$ cat src/design/lnis_pkg.sv
// Shared command and status types for the longest non-increasing subsequence block.
package lnis_pkg;

    // Commands from the controller to the datapath.
    typedef struct packed {
        logic load;      // Capture an input beat and set up the search bounds.
        logic search;    // Run one bisection step, or finish with the table write.
        logic cmp;       // Memory read data for the probe issued last cycle is valid.
        logic out_load;  // Move the finished result into the output register.
    } lnis_cmd_t;

    // Status from the datapath to the controller.
    typedef struct packed {
        logic more;      // The search interval is not empty yet.
    } lnis_status_t;

endpackage

$ cat src/design/lnis_ctrl.sv
// Controller: sequences capture, bisection and result hand-off.
module lnis_ctrl (
    input  logic                    clk,
    input  logic                    rst_n,
    input  logic                    in_valid,
    output logic                    in_ready,
    output logic                    out_valid,
    input  logic                    out_ready,
    output lnis_pkg::lnis_cmd_t     cmd,
    input  lnis_pkg::lnis_status_t  status
);
    import lnis_pkg::*;

    typedef enum logic [1:0] {
        ST_IDLE,
        ST_SEARCH,
        ST_DONE
    } state_t;

    state_t state_reg;
    logic   cmp_reg;
    logic   out_valid_reg;
    logic   out_free;

    assign out_free = !out_valid_reg || out_ready;

    // Commands decoded from the current state.
    always_comb
    begin
        cmd.load     = (state_reg == ST_IDLE) && in_valid;
        cmd.search   = (state_reg == ST_SEARCH);
        cmd.cmp      = cmp_reg;
        cmd.out_load = (state_reg == ST_DONE) && out_free;
    end

    assign in_ready  = (state_reg == ST_IDLE);
    assign out_valid = out_valid_reg;

    // State and registered outputs.
    always_ff @(posedge clk or negedge rst_n)
    begin
        if (!rst_n)
        begin
            state_reg     <= ST_IDLE;
            cmp_reg       <= 1'b0;
            out_valid_reg <= 1'b0;
        end
        else
        begin
            if (cmd.out_load)
            begin
                out_valid_reg <= 1'b1;
            end
            else if (out_ready)
            begin
                out_valid_reg <= 1'b0;
            end
            unique case (state_reg)
                ST_IDLE:
                begin
                    cmp_reg <= 1'b0;
                    if (in_valid)
                    begin
                        state_reg <= ST_SEARCH;
                    end
                end
                ST_SEARCH:
                begin
                    if (status.more)
                    begin
                        cmp_reg <= 1'b1;
                    end
                    else
                    begin
                        cmp_reg   <= 1'b0;
                        state_reg <= ST_DONE;
                    end
                end
                ST_DONE:
                begin
                    cmp_reg <= 1'b0;
                    if (out_free)
                    begin
                        state_reg <= ST_IDLE;
                    end
                end
                default:
                begin
                    cmp_reg   <= 1'b0;
                    state_reg <= ST_IDLE;
                end
            endcase
        end
    end

    // A pending compare only exists while searching.
    a_cmp_in_search: assert property (@(posedge clk) disable iff (!rst_n)
        cmp_reg |-> state_reg == ST_SEARCH)
        else $error("compare flagged outside the search");

    // An accepted beat starts a search with no stale compare.
    a_start: assert property (@(posedge clk) disable iff (!rst_n)
        in_valid && in_ready |=> state_reg == ST_SEARCH && !cmp_reg)
        else $error("search did not start cleanly after an input beat");

    // A finished result waits while the output register is still occupied.
    a_done_hold: assert property (@(posedge clk) disable iff (!rst_n)
        state_reg == ST_DONE && out_valid_reg && !out_ready |=> state_reg == ST_DONE)
        else $error("result handed off over an occupied output register");

endmodule

$ cat config.mk
export PLATFORM = sky130hd
export DESIGN_NAME = lnis_ctrl
export DESIGN_NICKNAME = d
export VERILOG_FILES = /design/src/design/lnis_pkg.sv /design/src/design/lnis_ctrl.sv
export SDC_FILE = /design/constraint.sdc
export NUM_CORES = 1
export LEC_CHECK = 0
export BUFFER_PORTS_ARGS = -buffer_cell sky130_fd_sc_hd__buf_4
export CAP_MARGIN = 30
export CORE_AREA = 2 2 39 41
export CTS_CLUSTER_SIZE = 16
export DETAILED_ROUTE_END_ITERATION = 10
export DIE_AREA = 0 0 41 43
export PLACE_DENSITY = 0.42
export REMOVE_ABC_BUFFERS = 1
export SYNTH_ARGS = -nofsm -noshare
export SYNTH_HDL_FRONTEND = slang
export SYNTH_SLANG_ARGS = --single-unit
$ cat constraint.sdc
create_clock -name clk -period 1.35 [get_ports clk]
set_input_delay 0.0675 -clock clk [delete_from_list [all_inputs] [get_ports clk]]
set_output_delay 0.0675 -clock clk [all_outputs]
set_load 0.03 [all_outputs]
==> impl_summary.md <==
Setup path
Data arrives at the worst endpoint at approximately 1.1 ns. The top cell family by delay on the critical path is flip-flops. The peak per-stage delay on the critical path is roughly 0.41 ns. The data required time of the worst path is 1.28 ns. Counting both buffers and inverters, the worst setup path holds a total of 1. The critical path launch point type is a flip-flop. In this run the worst path has a maximum fanout of 4.

The most critical setup path has its startpoint at state_reg[0]. The slowest stage of the critical path belongs to the cell dfrtp_1. The critical path goes through nand2b_1 -> nor2b_1 -> buf_4.

The setup path with the least slack is of type reg -> out. The register-to-register path setup slack is 0.52 ns. The startpoint of the worst register-to-register path is state_reg[0]. STA classifies the critical path endpoint as an output pin.

Synthesis
The share of the synthesized area in the top cell type is 53.7%. The synthesized netlist devotes a little under a third of its cell area to simple gates. The synthesized netlist devotes between 4 and 5% of its cell area to compound gates. The post-synthesis cell area is between 150 and 200 um^2.

The sequential share of the synthesized area is 53.7%. Dividing the synthesized area by the synthesized cell count gives roughly 11 um^2. The number of enable flip-flop cells after synthesis is 0. After synthesis, the largest family of logic cells by area is simple AND/OR/NAND/NOR gates. The fraction of synthesized cell area in xor and xnor cells is 0%. The leading area contributor after synthesis is dfrtp_1. The fraction of registers with async set/reset is 100%. In the post-synthesis netlist, the cell with the most instances is dfrtp_1. Of the post-synthesis cell area, the part taken by muxes is 5.37%. The commonest cells after synthesis are dfrtp_1, and2_1, nand2b_1, nor2_1.

The number of distinct standard cells referenced by the synthesized netlist is 11. In the synthesized netlist the dominant register cell turns out to be dfrtp_1. The post-synthesis adder-cell area fraction is 0%. Ranked by total cell area, the synthesized netlist is headed by dfrtp_1, nor2b_4, and2_1.

The number of standard cells after synthesis is 17. The Yosys step of the flow raised 0 warnings. The synthesized design contains 4 register bits.

Cells and area
The post-layout utilization of the core is between 20 and 25%. The register with the most flip-flops in the layout has 2 of them. The area occupied by registers is 100 um^2. The number of antenna diodes in the final layout is 0. For this run, the post-layout net count is 37. The post-route netlist has between 40% and 50% of its cells at a drive strength greater than 1. The number of fill cells is 153. The multi-input logic area is 75.1 um^2. From synthesis to final layout, the design area changed by 64.4%.

Clock network
After clock tree synthesis, the clock-pin slew on the worst setup and hold paths is roughly 0.04 ns. The root buffer selected by CTS is clkbuf_4. After clock tree synthesis, the setup repair step added 0 buffers. The deepest level of the CTS H-tree is 1. TritonCTS created 3 clock buffers. The clock net in this run drives a total of 4 sinks. The CTS tree is done.

The later pin in the worst-skew pair is clocked with a latency of around 0.23 ns. The number of buffers on the longest clock path is 2.

Floorplan
The core box area is 1380 um^2. The die height is roughly 43 um. In this run the count of I/O pins placed on the die edge is 11. The die is a little over 40 um wide.

The effective utilization at floorplan is about 13%. The die covers 1760 um^2. The floorplan has 14 rows.

STA
Setup repair after global routing left no endpoint under its margin. The aggregate negative setup slack is 0 ns. The transition time of the tightest slew-check pin is between 0.15 and 0.2 ns. The final worst-path cycle share is between 80 and 90%. The setup-violating endpoint count in the final report is 0. The hold violation total from the final report is 0. The worst max-slew margin expressed relative to the limit is between 80% and 90%. The clock period could shrink to roughly 1.2 ns. Setup slack on the critical path of the routed design comes to about 0.16 ns.

Static timing analysis puts the maximum clock frequency at around 840 MHz. The number of max-slew violations in the final report is 0. The worst setup skew after layout is 0.00329 ns.

Job
The number of maximum-capacitance constraint violations is 0.

Pwr
The switching share of power is about a third. The leakage power summed over all cells is roughly 0.00016 uW. The net switching power of the design is between 150 and 200 uW.

Sequential cells burn approximately 34% of the power. The maximum vdd drop is between 0.4 and 0.5 mV. The design draws approximately 470 uW. Combinational logic is responsible for 36.7% of the overall power.

Per report_power, the clock group accounts for approximately 30% of the total. The ratio of total power to cell area is 1540 nW/um^2. Cell internal power was estimated by the tool at around 310 uW.

Drt
For this block, the initial DRC count from the detailed router was 0. The vias per cell is 3.57. The post-detailed-routing wire length is ~430 um. For this run, the detailed router's first-pass iteration total came to 1.

The overall via count from detail_route is approximately 160. The count of nets left with antenna violations once routing finished came out at 0. The number of remaining DRC errors is 0. The post-detailed-route wirelength per cell is ~9 um.

Global routing
The number of antenna violations at the first check in global routing is 0. The first global-routing pass estimated ~660 um of wire. Global routing used 6.24% of the available tracks. Summed over all layers, the global routing overflow is 0. The largest net degree at the start of global routing is 5.

The via count of the first global-routing pass was 168.

Worst hold path
In this run the most critical hold path is launched from status. The class of the worst hold path is in -> reg.

Placed design
The count of buffers from port buffering is 10. The global placement routability congestion is about 0.55. At the placement stage, the worst setup path has a slack of just under 0.4 ns. The HPWL after detailed placement is 355 um.

Status
The flow ran to the end, and the final reports show no timing, DRC or antenna violations.
==> power groups by stage <==
stage	registers (uW)	clock network, uW	logic (uW)
2_1_floorplan	175	0	87.3
3_3_place_gp	157	0	169
3_5_place_dp	160	0	173
4_1_cts	158	152	176
5_1_grt	160	155	185
6_report	158	141	173
==> final timing paths <==
kind / to / cells past startpoint
worst max-delay path: cmd[0] / 3
worst min-delay path: cmp_reg / 2
worst max register to register: cmp_reg / 2
worst min register to register: out_valid / 2
max in group asynchronous: state_reg[0] / 2
min in group asynchronous: out_valid / 2
==> layer usage <==
| metal | up-vias | share of wire (%) | GRT usage [%] |
|---|---|---|---|
| li1 | 80 | - | - |
| met1 | 73 | 43 | 6.47 |
| met2 | 11 | 43 | 7.50 |
| met3 | 0 | 15 | 3.14 |
| met4 | 0 | 0 | 8.00 |
| met5 | - | 0 | 0 |
==> layout by cell type (no fill, tap or decap) <==
| cell | netlist | layout |
|---|---|---|
| buf_4 | 1 | 10 |
| dfrtp_1 | 4 | 4 |
| clkbuf_4 | 0 | 3 |
| nor2_1 | 2 | 2 |
| nand2b_1 | 2 | 2 |
| and2_1 | 2 | 2 |
| nor2b_1 | 1 | 1 |
| nor2b_4 | 1 | 1 |
| inv_1 | 1 | 1 |
| o2bb2ai_1 | 1 | 1 |
| mux2i_1 | 1 | 1 |
| nand2_1 | 1 | 1 |
| dlygate4sd3_1 | 0 | 1 |
==> through the flow <==
step	cells	hold slack, ns	cell area (um^2)
global placement	42	-0.137	274
finish	46	0.0906	307
detailed placement	42	-0.133	274
floorplan	16	-0.228	179
CTS	46	0.0838	307
global route	46	0.104	307
==> worst reg2reg max path, cell delays in order (launching register included) <==
cell	delay (ns)
dfrtp_1	0.41
nor2b_4	0.15
and2_1	0.16
==> cells by family (layout without fill, tap and decap cells) <==
kind of cell	Yosys count	count (layout)
simple gates	9	9
flops	4	4
buf+inv	2	15
compound gates	1	1
mux	1	1
==> cell type report <==
type / instances / area share [%]
Multi-Input combinational cell: 11 / 24.5
Inverter: 1 / 1.22
Timing Repair Buffer: 11 / 27.8
Sequential cell: 4 / 32.7
Tap cell: 16 / 6.53
Clock buffer: 3 / 7.35
==> repair_timing <==
action                    CTS  global route
hold endpoints to repair    4             0
hold buffers                1             0
gates resized for setup     0             0
No activity file was read; power rests on OpenSTA's default activity.
